==> src/rtl/rne_pkg.sv <==
// Package for the Roman numeral encoder: letter codes, divisor constants,
// microcode control word, sequencer/datapath status and the microprogram ROM.
// No dependencies.
package rne_pkg;

  // Default thousands limit (valid input is 1 .. MAX_THOUSANDS*1000+999)
  localparam int MAX_THOUSANDS_DEF = 3;

  localparam int NUM_W  = 12;  // input number width
  localparam int SYM_W  = 7;   // ASCII symbol width
  localparam int DIG_W  = 4;   // one decimal digit
  localparam int STEP_W = 3;   // microprogram address width

  // ASCII letters
  localparam logic [SYM_W-1:0] CH_NONE = 7'h00;
  localparam logic [SYM_W-1:0] CH_M    = 7'h4D;
  localparam logic [SYM_W-1:0] CH_D    = 7'h44;
  localparam logic [SYM_W-1:0] CH_C    = 7'h43;
  localparam logic [SYM_W-1:0] CH_L    = 7'h4C;
  localparam logic [SYM_W-1:0] CH_X    = 7'h58;
  localparam logic [SYM_W-1:0] CH_V    = 7'h56;
  localparam logic [SYM_W-1:0] CH_I    = 7'h49;

  // Divisors for digit extraction
  localparam logic [NUM_W-1:0] K1000 = 12'd1000;
  localparam logic [NUM_W-1:0] K100  = 12'd100;
  localparam logic [NUM_W-1:0] K10   = 12'd10;

  // Digit positions
  localparam logic [1:0] POS_TH = 2'd0;
  localparam logic [1:0] POS_HU = 2'd1;
  localparam logic [1:0] POS_TE = 2'd2;
  localparam logic [1:0] POS_ON = 2'd3;

  typedef logic [STEP_W-1:0] step_t;

  // Microprogram addresses
  localparam step_t STEP_WAIT  = 3'd0;
  localparam step_t STEP_D1000 = 3'd1;
  localparam step_t STEP_D100  = 3'd2;
  localparam step_t STEP_D10   = 3'd3;
  localparam step_t STEP_ONES  = 3'd4;
  localparam step_t STEP_EMIT  = 3'd5;
  localparam step_t STEP_ERR   = 3'd6;

  typedef enum logic [2:0] {
    OP_WAIT,  // take a word; jump on bad number, else advance
    OP_DIV,   // subtract divisor while it fits, then store quotient digit
    OP_ONES,  // remainder is the ones digit
    OP_EMIT,  // send one letter per cycle while the output is free; jump when last is sent
    OP_ERR    // send the error word; jump when sent
  } op_t;

  typedef enum logic [1:0] {
    KS_1000,
    KS_100,
    KS_10
  } ksel_t;

  typedef struct packed {
    op_t        op;
    ksel_t      ksel;
    logic [1:0] dpos;
    step_t      jmp;
  } cw_t;

  // Datapath status back to the sequencer
  typedef struct packed {
    logic in_fire;
    logic num_bad;
    logic rem_ge;
    logic emit_done;
    logic err_sent;
  } stat_t;

  // Microprogram ROM
  function automatic cw_t ucode(step_t a);
    cw_t w;
    w = '{op: OP_WAIT, ksel: KS_1000, dpos: POS_TH, jmp: STEP_WAIT};
    case (a)
      STEP_WAIT:  w = '{op: OP_WAIT, ksel: KS_1000, dpos: POS_TH, jmp: STEP_ERR};
      STEP_D1000: w = '{op: OP_DIV,  ksel: KS_1000, dpos: POS_TH, jmp: STEP_WAIT};
      STEP_D100:  w = '{op: OP_DIV,  ksel: KS_100,  dpos: POS_HU, jmp: STEP_WAIT};
      STEP_D10:   w = '{op: OP_DIV,  ksel: KS_10,   dpos: POS_TE, jmp: STEP_WAIT};
      STEP_ONES:  w = '{op: OP_ONES, ksel: KS_10,   dpos: POS_ON, jmp: STEP_WAIT};
      STEP_EMIT:  w = '{op: OP_EMIT, ksel: KS_10,   dpos: POS_ON, jmp: STEP_WAIT};
      STEP_ERR:   w = '{op: OP_ERR,  ksel: KS_10,   dpos: POS_ON, jmp: STEP_WAIT};
      default:    w = '{op: OP_WAIT, ksel: KS_1000, dpos: POS_TH, jmp: STEP_ERR};
    endcase
    return w;
  endfunction

  // Letters of each decade
  function automatic logic [SYM_W-1:0] letter_one(logic [1:0] p);
    logic [SYM_W-1:0] c;
    unique case (p)
      POS_TH:  c = CH_M;
      POS_HU:  c = CH_C;
      POS_TE:  c = CH_X;
      default: c = CH_I;
    endcase
    return c;
  endfunction

  function automatic logic [SYM_W-1:0] letter_five(logic [1:0] p);
    logic [SYM_W-1:0] c;
    unique case (p)
      POS_HU:  c = CH_D;
      POS_TE:  c = CH_L;
      POS_ON:  c = CH_V;
      default: c = CH_NONE;
    endcase
    return c;
  endfunction

  function automatic logic [SYM_W-1:0] letter_ten(logic [1:0] p);
    logic [SYM_W-1:0] c;
    unique case (p)
      POS_HU:  c = CH_M;
      POS_TE:  c = CH_C;
      POS_ON:  c = CH_X;
      default: c = CH_NONE;
    endcase
    return c;
  endfunction

  // Number of letters for digit d at position p
  function automatic logic [DIG_W-1:0] digit_len(logic [1:0] p, logic [DIG_W-1:0] d);
    logic [DIG_W-1:0] n;
    if (p == POS_TH)                  n = d;
    else if (d == 4'd9 || d == 4'd4)  n = 4'd2;
    else if (d >= 4'd5)               n = d - 4'd4;
    else                              n = d;
    return n;
  endfunction

  // Letter s of digit d at position p (subtractive rule below thousands)
  function automatic logic [SYM_W-1:0] digit_char(logic [1:0] p, logic [DIG_W-1:0] d,
                                                 logic [2:0] s);
    logic [SYM_W-1:0] c;
    if (p == POS_TH)      c = CH_M;
    else if (d == 4'd9)   c = (s == 3'd0) ? letter_one(p)  : letter_ten(p);
    else if (d == 4'd4)   c = (s == 3'd0) ? letter_one(p)  : letter_five(p);
    else if (d >= 4'd5)   c = (s == 3'd0) ? letter_five(p) : letter_one(p);
    else                  c = letter_one(p);
    return c;
  endfunction

endpackage

==> src/rtl/roman_numeral_encoder.sv <==
// Roman numeral encoder top level: microcode sequencer plus datapath.
// Depends on rne_pkg, rne_sequencer and rne_datapath.
//
//  channel  direction  handshake        word contents
//  in       input      valid / stall    number[11:0]
//  out      output     valid / stall    symbol[6:0], last, error
//
// One number is in flight at a time; in_stall is low only in the wait step.
// Each number passes the wait step, digit extraction (thousands, hundreds and
// tens, one subtraction of 1000/100/10 per cycle), the ones step and letter
// emission, in which zero digits before the last letter are skipped.
// A rejected number goes from the wait step to the error step instead.
// The output register holds one word; out_stall pauses letter emission.
// rst_n is synchronous, active low, and returns the sequencer to the wait step.
module roman_numeral_encoder #(
  parameter int MAX_THOUSANDS = rne_pkg::MAX_THOUSANDS_DEF
) (
  input  logic                      clk,
  input  logic                      rst_n,
  input  logic                      in_valid,
  output logic                      in_stall,
  input  logic [rne_pkg::NUM_W-1:0] in_number,
  output logic                      out_valid,
  input  logic                      out_stall,
  output logic [rne_pkg::SYM_W-1:0] out_symbol,
  output logic                      out_last,
  output logic                      out_error
);

  rne_pkg::cw_t   cw;
  rne_pkg::stat_t st;

  assign in_stall = (cw.op != rne_pkg::OP_WAIT);

  rne_sequencer u_seq (
    .clk   (clk),
    .rst_n (rst_n),
    .st    (st),
    .cw    (cw)
  );

  rne_datapath #(
    .MAX_THOUSANDS (MAX_THOUSANDS)
  ) u_dp (
    .clk        (clk),
    .rst_n      (rst_n),
    .cw         (cw),
    .st         (st),
    .in_valid   (in_valid),
    .in_number  (in_number),
    .out_valid  (out_valid),
    .out_stall  (out_stall),
    .out_symbol (out_symbol),
    .out_last   (out_last),
    .out_error  (out_error)
  );

endmodule

==> src/rtl/rne_sequencer.sv <==
// Microcode sequencer: step counter, ROM lookup and jump logic.
// Depends on rne_pkg (control word, status, microprogram).
module rne_sequencer (
  input  logic          clk,
  input  logic          rst_n,
  input  rne_pkg::stat_t st,
  output rne_pkg::cw_t   cw
);

  rne_pkg::step_t step_r, step_nxt;

  // ROM read
  assign cw = rne_pkg::ucode(step_r);

  // step counter
  always_ff @(posedge clk) begin
    if (!rst_n) begin
      step_r <= rne_pkg::STEP_WAIT;
    end else begin
      step_r <= step_nxt;
    end
  end

  // next step: hold, advance or jump depending on op and status
  always_comb begin
    step_nxt = step_r;
    unique case (cw.op)
      rne_pkg::OP_WAIT: begin
        if (st.in_fire) step_nxt = st.num_bad ? cw.jmp : rne_pkg::step_t'(step_r + 3'd1);
      end
      rne_pkg::OP_DIV: begin
        if (!st.rem_ge) step_nxt = rne_pkg::step_t'(step_r + 3'd1);
      end
      rne_pkg::OP_ONES: begin
        step_nxt = rne_pkg::step_t'(step_r + 3'd1);
      end
      rne_pkg::OP_EMIT: begin
        if (st.emit_done) step_nxt = cw.jmp;
      end
      rne_pkg::OP_ERR: begin
        if (st.err_sent) step_nxt = cw.jmp;
      end
      default: begin
        step_nxt = rne_pkg::STEP_WAIT;
      end
    endcase
  end

endmodule

==> src/rtl/rne_datapath.sv <==
// Datapath: remainder/quotient registers, digit registers, letter selection
// and the output register. Driven by the control word; depends on rne_pkg.
module rne_datapath #(
  parameter int MAX_THOUSANDS = rne_pkg::MAX_THOUSANDS_DEF
) (
  input  logic                          clk,
  input  logic                          rst_n,
  input  rne_pkg::cw_t                  cw,
  output rne_pkg::stat_t                st,
  input  logic                          in_valid,
  input  logic [rne_pkg::NUM_W-1:0]     in_number,
  output logic                          out_valid,
  input  logic                          out_stall,
  output logic [rne_pkg::SYM_W-1:0]     out_symbol,
  output logic                          out_last,
  output logic                          out_error
);

  localparam int LIMIT = MAX_THOUSANDS * 1000 + 999;
  localparam int LIM_W = $clog2(LIMIT + 1);
  localparam int CMP_W = (LIM_W > rne_pkg::NUM_W) ? LIM_W : rne_pkg::NUM_W;
  localparam logic [CMP_W-1:0] LIMIT_V = CMP_W'(LIMIT);

  logic [rne_pkg::NUM_W-1:0] rem_r;
  logic [rne_pkg::DIG_W-1:0] q_r;
  logic [rne_pkg::DIG_W-1:0] digit_r [4];
  logic [1:0]                pos_r;
  logic [2:0]                s_r;

  logic                      out_valid_r;
  logic [rne_pkg::SYM_W-1:0] out_symbol_r;
  logic                      out_last_r;
  logic                      out_error_r;

  logic [rne_pkg::NUM_W-1:0] kval;
  logic                      out_free;
  logic [rne_pkg::DIG_W-1:0] cur_d;
  logic [rne_pkg::DIG_W-1:0] cur_len;
  logic                      dig_end;
  logic                      later_zero;
  logic                      emit_go;
  logic                      emit_last;
  logic                      err_go;

  // input check
  assign st.in_fire = in_valid && (cw.op == rne_pkg::OP_WAIT);
  assign st.num_bad = (in_number == '0) ||
                      (CMP_W'(in_number) > LIMIT_V);

  // divisor select and compare
  always_comb begin
    unique case (cw.ksel)
      rne_pkg::KS_1000: kval = rne_pkg::K1000;
      rne_pkg::KS_100:  kval = rne_pkg::K100;
      default:          kval = rne_pkg::K10;
    endcase
  end
  assign st.rem_ge = (rem_r >= kval);

  // letter generation for the current digit
  assign out_free = !out_valid_r || !out_stall;
  assign cur_d    = digit_r[pos_r];
  assign cur_len  = rne_pkg::digit_len(pos_r, cur_d);
  assign dig_end  = ({1'b0, s_r} == (cur_len - 4'd1));

  always_comb begin
    unique case (pos_r)
      rne_pkg::POS_TH: later_zero = (digit_r[1] == '0) && (digit_r[2] == '0) &&
                                    (digit_r[3] == '0);
      rne_pkg::POS_HU: later_zero = (digit_r[2] == '0) && (digit_r[3] == '0);
      rne_pkg::POS_TE: later_zero = (digit_r[3] == '0);
      default:         later_zero = 1'b1;
    endcase
  end

  assign emit_go   = (cw.op == rne_pkg::OP_EMIT) && (cur_len != '0) && out_free;
  assign emit_last = dig_end && later_zero;
  assign err_go    = (cw.op == rne_pkg::OP_ERR) && out_free;

  assign st.emit_done = emit_go && emit_last;
  assign st.err_sent  = err_go;

  // digit extraction by repeated subtraction
  always_ff @(posedge clk) begin
    if (!rst_n) begin
      q_r <= '0;
      for (int i = 0; i < 4; i++) digit_r[i] <= '0;
    end else begin
      case (cw.op)
        rne_pkg::OP_WAIT: begin
          if (st.in_fire) begin
            rem_r <= in_number;
            q_r   <= '0;
          end
        end
        rne_pkg::OP_DIV: begin
          if (st.rem_ge) begin
            rem_r <= rem_r - kval;
            q_r   <= q_r + 4'd1;
          end else begin
            digit_r[cw.dpos] <= q_r;
            q_r              <= '0;
          end
        end
        rne_pkg::OP_ONES: begin
          digit_r[rne_pkg::POS_ON] <= rem_r[rne_pkg::DIG_W-1:0];
        end
        default: begin
        end
      endcase
    end
  end

  // walk of digit position and letter index
  always_ff @(posedge clk) begin
    if (!rst_n) begin
      pos_r <= rne_pkg::POS_TH;
      s_r   <= '0;
    end else if (cw.op == rne_pkg::OP_EMIT) begin
      if (cur_len == '0) begin
        pos_r <= pos_r + 2'd1;
        s_r   <= '0;
      end else if (emit_go) begin
        if (emit_last) begin
          pos_r <= rne_pkg::POS_TH;
          s_r   <= '0;
        end else if (dig_end) begin
          pos_r <= pos_r + 2'd1;
          s_r   <= '0;
        end else begin
          s_r <= s_r + 3'd1;
        end
      end
    end
  end

  // output register
  always_ff @(posedge clk) begin
    if (!rst_n) begin
      out_valid_r <= 1'b0;
    end else if (emit_go || err_go) begin
      out_valid_r <= 1'b1;
    end else if (!out_stall) begin
      out_valid_r <= 1'b0;
    end
  end

  always_ff @(posedge clk) begin
    if (emit_go) begin
      out_symbol_r <= rne_pkg::digit_char(pos_r, cur_d, s_r);
      out_last_r   <= emit_last;
      out_error_r  <= 1'b0;
    end else if (err_go) begin
      out_symbol_r <= rne_pkg::CH_NONE;
      out_last_r   <= 1'b1;
      out_error_r  <= 1'b1;
    end
  end

  assign out_valid  = out_valid_r;
  assign out_symbol = out_symbol_r;
  assign out_last   = out_last_r;
  assign out_error  = out_error_r;

endmodule

==> config.mk <==
export PLATFORM = sky130hd
export DESIGN_NAME = roman_numeral_encoder
export DESIGN_NICKNAME = d
export VERILOG_FILES = /design/src/rtl/rne_pkg.sv /design/src/rtl/roman_numeral_encoder.sv /design/src/rtl/rne_sequencer.sv /design/src/rtl/rne_datapath.sv
export SDC_FILE = /design/constraint.sdc
export NUM_CORES = 1
export LEC_CHECK = 0
export BUFFER_PORTS_ARGS = -buffer_cell sky130_fd_sc_hd__buf_2
export CAP_MARGIN = 25
export CORE_MARGIN = 4
export CORE_UTILIZATION = 30
export CTS_CLUSTER_DIAMETER = 50
export DETAILED_ROUTE_END_ITERATION = 10
export PLACE_DENSITY = 0.44
export SKIP_CTS_REPAIR_TIMING = 1
export SYNTH_ARGS = -nofsm -noshare
export SYNTH_HDL_FRONTEND = slang
export SYNTH_HIERARCHICAL = 1
export SYNTH_SLANG_ARGS = --single-unit
==> constraint.sdc <==
create_clock -name clk -period 4.45 [get_ports clk]
set_input_delay 0.89 -clock clk [delete_from_list [all_inputs] [get_ports clk]]
set_output_delay 0.89 -clock clk [all_outputs]
set_load 0.05 [all_outputs]
==> results_dict.tcl, run 1 <==
set metrics [dict create \
    irDropWorstVdd_uv 278 \
    start_util_pct 31.2 \
    tightestPinTransition_ns 0.680 \
    fin_crit_ns 4.06 \
    final_cell_count_no_fill 565 \
    h-tree-depth 2 \
    crit_family "compound AO/OA/AOI/OAI gates" \
    p_per_area_nw_per_um2 567 \
    place_ws_ns 0.165 \
    dr_total_vias 2987 \
    final_cell_mix "42 x nand2_1, 35 x edfxtp_1, 29 x o21ai_0, 25 x buf_2, 23 x ha_1" \
    numPortBuffers 25 \
    max_slew_margin_pct 54.0 \
    ys_warn_count 6 \
    rsz0062_at_grt "false" \
    start_kind "flip-flop" \
    root_buffer "clkbuf_16" \
    ios 27 \
    routed_wl_um 8570 \
    cts_tree "yes" \
    slowest_stage "mux4_2" \
    dp_cells 555 \
    wire_per_inst_um 15.2 \
    syn_inst 394 \
    cap_violations 0 \
    power_frac_seq_pct 30.6 \
    antenna_found_initial 0 \
    die-area_um2 14000 \
    syn_area_per_cell_um2 9.23 \
    hp-class "reg2reg" \
    switchingPower_mw 0.995 \
    grt_pass1_vias 2961 \
    core_area_um2 11700 \
    gp_congestion 0.766 \
    slowest_delay_ns 0.63 \
    grt_max_degree 36 \
    nets 461 \
    rows 39 \
    drtIter0Drc 193 \
    finalMaxSlewViolations 0 \
    switching_share_pct 42.6 \
    layout_commonest_cell "nand2_1" \
    cp.required_ns 4.68 \
    path_depth 16 \
    grt-ovfl-total 0 \
    crit_arrival_ns 4.29 \
    synthToLayoutAreaGrowth_pct 13.3 \
    cp_cell_sequence "mux4_2 -> inv_1 -> ha_1 -> mux2i_1 -> nor3_1 -> nor2_1 -> ha_1 -> xnor2_1 -> o21ai_0 -> a2111oi_2 -> o211ai_2 -> nor3_2 -> nor3_1 -> o32ai_2 -> or2_1 -> a32o_1" \
    finalHoldViolations 0 \
    skew_ns 0.00872 \
    fin_setup_tns_ns 0 \
    die_h_um 118 \
    min_period_over_period_pct 91.2 \
    gr-usage-all-layers_pct 12.3 \
    fp.dieW_um 118 \
    hold_path_depth 2 \
    syn_area_um2 3640 \
    crit_fanout 8 \
    antenna_cells 0 \
    first_pass_iters 4 \
    dp.final_hpwl_um 6660 \
    pwr-share-comb_pct 51.9 \
    antenna_left 0 \
    clock_path_buffers 2 \
    reg2regPathDepth 16 \
    outcome "finished, final reports clean" \
    crit_buf_inv 1 \
    setup_ws_ns 0.390 \
    finalSetupViolCount 0 \
    clk_pin_slew_ns 0.07 \
    drc 0 \
    worst_skew_pair.late_latency_ns 0.29 \
    grt_pass1_wl_um 14300 \
    numCtsBuffers 5 \
    p_int_mw 1.34 \
    crit_type "reg2reg" \
    pwr-share-clk_pct 17.5 \
    drive_above_1_share_pct 16.8 \
    avgViaCountPerCell 5.29 \
    critPathCaptureType "flip-flop" \
    synth_fp_nets 434 \
    cts_sinks 51 \
    fmax_mhz 246 \
    power_leakage_nw 1.57 \
]
## worst paths after layout
check	slack, ns	to	start
min reg2reg	0.49	u_dp/out_error$_SDFFE_PP0P_	u_dp/out_error$_SDFFE_PP0P_
max	0.39	u_seq/step_r[0]$_SDFFE_PN0P_	flip-flop
max reg2reg	0.39	u_seq/step_r[0]$_SDFFE_PN0P_	flip-flop
min	0.49	u_dp/out_error$_SDFFE_PP0P_	u_dp/out_error$_SDFFE_PP0P_
## tightest hold or removal path: cells and delay by family, from the launching register on
kind | cells | cell delay [ns]
and+or+nand+nor | 2 | 0.13
DFF | 1 | 0.33
## metal layers
metal / routed length (um) / vias to the layer above / GRT usage [%] / part of all wire (%)
met5: 0 / - / 0 / 0
met4: 29 / 0 / 1.98 / 0.34
met3: 135 / 2 / 1.77 / 1.6
met2: 4330 / 20 / 22.3 / 50
met1: 4080 / 1432 / 15.7 / 48
li1: - / 1533 / - / -
## per-stage QoR
stage | power, mW | util (%) | cell area (um^2) | hold slack [ns]
detailed placement | 1.91 | 33.6 | 3920 | 0.475
global route | 2.54 | 35.3 | 4120 | 0.528
finish | 2.34 | 35.3 | 4120 | 0.489
floorplan | 1.62 | - | 3640 | 0.502
CTS | 2.33 | 35.0 | 4080 | 0.492
global placement | 1.92 | 33.6 | 3920 | 0.459
## layout make-up
cell class	instances	area, um^2
fill	1173	7540
multi-input combinational	304	2110
sequential	51	1370
timing repair buffer	36	208
tap	143	179
clock buffer	7	153
inverter	23	87.6
clock inverter	1	7.51
## registers in the layout (all words and copies together) (netlist names), named ones only
register         flops
u_dp/q_r             4
u_dp/rem_r          12
u_seq/step_r         3
u_dp/out_symbol      6
u_dp/out_valid       1
u_dp/out_last        1
u_dp/out_error       1
u_dp/pos_r           2
u_dp/s_r             3
u_dp/digit_r        16
## power groups by stage
stage,Sequential [mW],Clock [mW],Combinational (mW)
2_1_floorplan,0.723,0,0.897
3_3_place_gp,0.725,0,1.19
3_5_place_dp,0.727,0,1.18
4_1_cts,0.715,0.420,1.19
5_1_grt,0.726,0.434,1.38
6_report,0.715,0.409,1.21
Note: power is estimated with default switching activity, not from simulation.
==> run 2, diff against run 1 <==
Settings changed: CORE_UTILIZATION 30 to 55, PLACE_DENSITY 0.44 to 0.73.
==> run 2 against run 1 <==
Compared with the run above:
- power down 6.1%
- worst hold slack better by 0.026 ns
- utilization up 26 points
- clock skew about the same
- clock-buffer cell count down 2
- sequential cell count unchanged
- largest power group unchanged
- highest routed layer unchanged
==> results_dict.tcl, run 2 (synthesis gave the netlist of run 1 again) <==
set metrics [dict create \
    outcome "finished, final reports clean" \
    drc 0 \
    crit_arrival_ns 4.35 \
    crit_type "reg2reg" \
    crit_fanout 10 \
    die_h_um 89.3 \
    hold_path_depth 2 \
    tightestPinTransition_ns 0.607 \
    cts_tree "yes" \
    start_util_pct 57.0 \
    h-tree-depth 2 \
    start_kind "flip-flop" \
    drive_above_1_share_pct 15.7 \
    hp-class "reg2reg" \
    root_buffer "clkbuf_8" \
    die-area_um2 7980 \
    finalMaxSlewViolations 0 \
    core_area_um2 6390 \
    irDropWorstVdd_uv 416 \
    wire_per_inst_um 16.2 \
    regMostFlops "u_dp/digit_r" \
    pwr-share-comb_pct 54.2 \
    r2r-end "u_seq/step_r[1]$_SDFFE_PN0P_" \
    cts_sinks 51 \
    wl_met2_um 4070 \
    fin_crit_ns 4.09 \
    wl_met3_um 268 \
    cp.required_ns 4.70 \
    ios 27 \
    drtIter0Drc 155 \
    crit_family "compound AO/OA/AOI/OAI gates" \
    slowest_delay_ns 0.65 \
    skew_ns 0.00872 \
    power_frac_seq_pct 32.9 \
    grt_pass1_vias 2857 \
    cp_cell_sequence "mux4_2 -> inv_1 -> ha_1 -> mux2i_1 -> nor3_1 -> nor2_1 -> ha_1 -> xnor2_1 -> o21ai_0 -> a2111oi_2 -> o211ai_2 -> nor3_2 -> nor3_1 -> o32ai_2 -> or2_1 -> a32o_1" \
    antenna_cells 0 \
    hold_end "u_dp/out_error$_SDFFE_PP0P_" \
    fmax_mhz 244 \
    layout_commonest_cell "nand2_1" \
    grt_pass1_wl_um 13300 \
    finalSetupViolCount 0 \
    slowest_stage "mux4_2" \
    dp.final_hpwl_um 6030 \
    p_per_area_nw_per_um2 559 \
    rows 29 \
    gp_congestion 0.879 \
    cap_violations 0 \
    clock_path_buffers 2 \
    first_pass_iters 4 \
    switching_share_pct 45.0 \
    p_int_mw 1.21 \
    routed_wl_um 7980 \
    reg2reg_slack_ns 0.36 \
    nets 454 \
    max_slew_margin_pct 59.1 \
    largest_reg_flops 16 \
    fp.dieW_um 89.3 \
    top_layer "met4" \
    numPortBuffers 25 \
    critPathCaptureType "flip-flop" \
    whs_ns 0.515 \
    crit_buf_inv 1 \
    synthToLayoutAreaGrowth_pct 7.84 \
    worst_skew_pair.late_latency_ns 0.32 \
    pwr-share-clk_pct 12.9 \
    dr_total_vias 3034 \
    clk_pin_slew_ns 0.10 \
    m1WireLength_um 3550 \
    power_leakage_nw 1.50 \
    rsz0062_at_grt "false" \
    final_cell_mix "42 x nand2_1, 35 x edfxtp_1, 30 x o21ai_0, 25 x buf_2, 23 x ha_1" \
    antenna_left 0 \
    antenna_found_initial 0 \
    gr-usage-all-layers_pct 21.2 \
    grt-ovfl-total 0 \
    fin_setup_tns_ns 0 \
    reg2regPathDepth 16 \
    finalHoldViolations 0 \
    min-delay-start "u_dp/out_error$_SDFFE_PP0P_" \
    switchingPower_mw 0.989 \
    numCtsBuffers 5 \
    min_period_over_period_pct 92.0 \
    grt_max_degree 36 \
    avgViaCountPerCell 6.17 \
]
-- run 2: changes by cell type in the layout (fill, tap and decap cells not counted), sizes merged --
cell | previous run | this run
buf | 36 | 29
clkbuf | 7 | 5
clkinv | 1 | 2
inv | 22 | 23
-- run 2: worst max-delay path by stage --
stage                                 startpoint                          endpoint  slack, ns  cells after the start
finish                                 flip-flop      u_seq/step_r[1]$_SDFFE_PN0P_       0.36                     16
global route                           flip-flop      u_seq/step_r[1]$_SDFFE_PN0P_       0.02                     16
CTS                 u_seq/step_r[1]$_SDFFE_PN0P_      u_seq/step_r[1]$_SDFFE_PN0P_       0.07                     18
detailed placement  u_seq/step_r[0]$_SDFFE_PN0P_      u_seq/step_r[1]$_SDFFE_PN0P_        0.1                     18
global placement    u_seq/step_r[0]$_SDFFE_PN0P_      u_seq/step_r[1]$_SDFFE_PN0P_       0.19                     18
floorplan           u_seq/step_r[1]$_SDFFE_PN0P_  u_dp/digit_r[0][0]$_SDFFCE_PN0P_       0.54                     16
-- run 2: final cells by class --
class	count	area [um^2]
inverter	23	87.6
clock inverter	3	27.5
fill	546	2460
timing repair buffer	29	155
clock buffer	5	68.8
tap	77	96.3
sequential	51	1370
multi-input combinational	304	2110
-- run 2: power by group through the flow --
stage               Clock (mW)  Sequential, mW  Combinational (mW)
floorplan                    0           0.723               0.897
global placement             0           0.725                1.12
detailed placement           0           0.730                1.15
CTS                      0.293           0.719                1.16
global route             0.312           0.733                1.32
finish                   0.283           0.722                1.19
-- run 2: worst reg2reg max path, stage by stage (launching register included) --
cell and delay (ns):
dfxtp_1 0.47, mux4_2 0.65, inv_1 0.09, ha_1 0.24, mux2i_1 0.18, nor3_1 0.24
nor2_1 0.08, ha_1 0.21, xnor2_1 0.23, o21ai_0 0.17, a2111oi_2 0.41, o211ai_2 0.20
nor3_2 0.20, nor3_1 0.08, o32ai_2 0.27, or2_1 0.17, a32o_1 0.16
-- run 2: metal layers --
| metal | track usage [%] | vias to the layer above |
|---|---|---|
| met3 | 3.23 | 9 |
| met4 | 5.82 | 0 |
| met2 | 37.6 | 67 |
| li1 | - | 1517 |
| met5 | 0 | - |
| met1 | 26.9 | 1441 |
-- run 2: through the flow --
step / cells / power (mW) / worst slack, ns / utilization [%] / area (um^2)
2_1_floorplan: 394 / 1.62 / 0.537 / - / 3640
3_3_place_gp: 484 / 1.84 / 0.186 / 59.5 / 3800
3_5_place_dp: 484 / 1.88 / 0.0978 / 59.5 / 3800
4_1_cts: 492 / 2.17 / 0.0726 / 61.1 / 3900
5_1_grt: 492 / 2.37 / 0.0194 / 61.4 / 3920
6_report: 492 / 2.19 / 0.355 / 61.4 / 3920
==> run 3, diff against run 2 <==
Settings changed: ABC_AREA from default to 1.
==> run 3 against run 2 <==
Compared with the run above:
- clock power increased by 7%
- combinational power shrank 8%
- clock skew rose by 0.0082 ns
- worst hold slack worse by 0.028 ns
- critical path type unchanged
- critical endpoint is now u_dp/digit_r[3][3]$_DFFE_PP_
- largest cell class unchanged
- highest routed layer unchanged
==> results_dict.tcl, run 3 <==
set metrics [dict create \
    tightestPinTransition_ns 0.604 \
    cp.required_ns 4.41 \
    nets 538 \
    clk_pin_slew_ns 0.09 \
    finalHoldViolations 0 \
    fp.dieW_um 90.0 \
    crit_type "reg2reg" \
    drtIter0Drc 159 \
    finalMaxSlewViolations 0 \
    switching_share_pct 44.5 \
    dr_total_vias 3125 \
    layout_commonest_cell "nand2_1" \
    start_kind "flip-flop" \
    start_util_pct 57.5 \
    grt_max_degree 25 \
    gr-usage-all-layers_pct 19.6 \
    rsz0062_at_grt "false" \
    power_leakage_nw 1.82 \
    fmax_mhz 248 \
    p_int_mw 1.17 \
    final_cell_mix "102 x nand2_1, 57 x inv_1, 53 x nor2_1, 35 x edfxtp_1" \
    worst_skew_pair.late_latency_ns 0.31 \
    die_h_um 90.0 \
    ff_latch_area_um2 1370 \
    routed_wl_um 7810 \
    avgViaCountPerCell 5.43 \
    pwr-share-comb_pct 51.8 \
    dp.final_hpwl_um 6190 \
    max_slew_margin_pct 59.7 \
    ys_warn_count 6 \
    h-tree-depth 2 \
    min_period_over_period_pct 90.5 \
    syn_area_um2 3690 \
    pwr-share-clk_pct 14.4 \
    drive_above_1_share_pct 17.0 \
    outcome "finished, final reports clean" \
    finalPower_mw 2.11 \
    critPathCaptureType "flip-flop" \
    cts_sinks 51 \
    numPortBuffers 25 \
    clock_path_buffers 2 \
    fin_crit_ns 4.03 \
    hp-class "reg2reg" \
    antenna_cells 0 \
    drc 0 \
    skew_ns 0.0170 \
    irDropWorstVdd_uv 326 \
    finalSetupViolCount 0 \
    crit_top_cell "inv_1" \
    crit_fanout 8 \
    first_pass_iters 5 \
    multi_input_comb_area_um2 2000 \
    syn_inst 474 \
    crit_arrival_ns 3.99 \
    power_frac_seq_pct 33.8 \
    antenna_left 0 \
    slowest_stage "dfxtp_1" \
    synth_fp_nets 514 \
    wire_per_inst_um 13.6 \
    switchingPower_mw 0.938 \
    synthToLayoutAreaGrowth_pct 7.22 \
    core_area_um2 6420 \
    root_buffer "clkbuf_8" \
    grt-ovfl-total 0 \
    cp_cell_sequence "inv_1 -> ha_1 -> nand2_4 -> nand4_1 -> nor2_1 -> inv_1 -> ha_1 -> nand2_1 -> o21ai_1 -> nor2_1 -> o31ai_2 -> nand3_1 -> nand3_1 -> inv_1 -> nand2_1 -> nor2_2 -> inv_1 -> o22ai_1 -> a21oi_1" \
    largest_reg_flops 16 \
    fin_setup_tns_ns 0 \
    cts_tree "yes" \
    numCtsBuffers 5 \
    cap_violations 0 \
    rows 29 \
    gp_congestion 0.864 \
    grt_pass1_vias 3017 \
    die-area_um2 8090 \
    regMostFlops "u_dp/digit_r" \
    p_per_area_nw_per_um2 532 \
    ios 27 \
    slowest_delay_ns 0.49 \
    grt_pass1_wl_um 13100 \
    syn_area_per_cell_um2 7.79 \
    antenna_found_initial 0 \
    fill_cells 588 \
]
==> run 3: stage by stage <==
step | cell area, um^2 | util [%] | setup slack (ns) | cells | hold WS [ns]
5_1_grt | 3960 | 61.7 | 0.0780 | 576 | 0.513
3_3_place_gp | 3860 | 60.1 | 0.637 | 568 | 0.463
3_5_place_dp | 3860 | 60.1 | 0.448 | 568 | 0.469
6_report | 3960 | 61.7 | 0.423 | 576 | 0.487
4_1_cts | 3960 | 61.7 | 0.433 | 576 | 0.489
2_1_floorplan | 3690 | - | 0.875 | 474 | 0.469
==> run 3: metal layers <==
layer	vias up	share of wire (%)	global-route usage, %
met5	-	0	0
met4	0	1.2	5.48
met3	9	4.3	3.26
met2	68	51	36.6
met1	1441	43	23.0
li1	1607	-	-
==> run 3: worst paths after layout <==
check,startpoint,to,slack (ns),depth (start not counted)
hold / removal,u_dp/out_error$_SDFFE_PP0P_,u_dp/out_error$_SDFFE_PP0P_,0.49,2
setup reg to reg,u_seq/step_r[0]$_SDFFE_PN0P_,u_dp/digit_r[3][3]$_DFFE_PP_,0.42,19
hold reg to reg,u_dp/out_error$_SDFFE_PP0P_,u_dp/out_error$_SDFFE_PP0P_,0.49,2
setup / recovery,u_seq/step_r[0]$_SDFFE_PN0P_,u_dp/digit_r[3][3]$_DFFE_PP_,0.42,19
==> run 3: final cells by class <==
| type | count | share of cell area (%) |
|---|---|---|
| Multi-Input combinational cell | 348 | 50.5 |
| Sequential cell | 51 | 34.6 |
| Inverter | 66 | 6.51 |
| Timing Repair Buffer | 26 | 3.35 |
| Clock buffer | 8 | 2.56 |
| Tap cell | 77 | 2.43 |
==> run 3: power by group through the flow <==
stage	sequential, mW	combinational (mW)	clock, mW
after floorplan	0.719	0.868	0
after global placement	0.722	1.07	0
after detailed placement	0.724	1.08	0
after CTS	0.713	1.09	0.306
after global routing	0.724	1.25	0.324
final	0.713	1.09	0.302
==> run 3: worst max-delay path, delay by kind of cell (launching register included) <==
kind                     cells  cell delay, ns
AND/OR/NAND/NOR              9            1.41
AO/OA/AOI/OAI                4            0.86
adder cells (fa/ha/maj)      2            0.56
flip-flops                   1            0.49
buffers and inverters        4            0.35
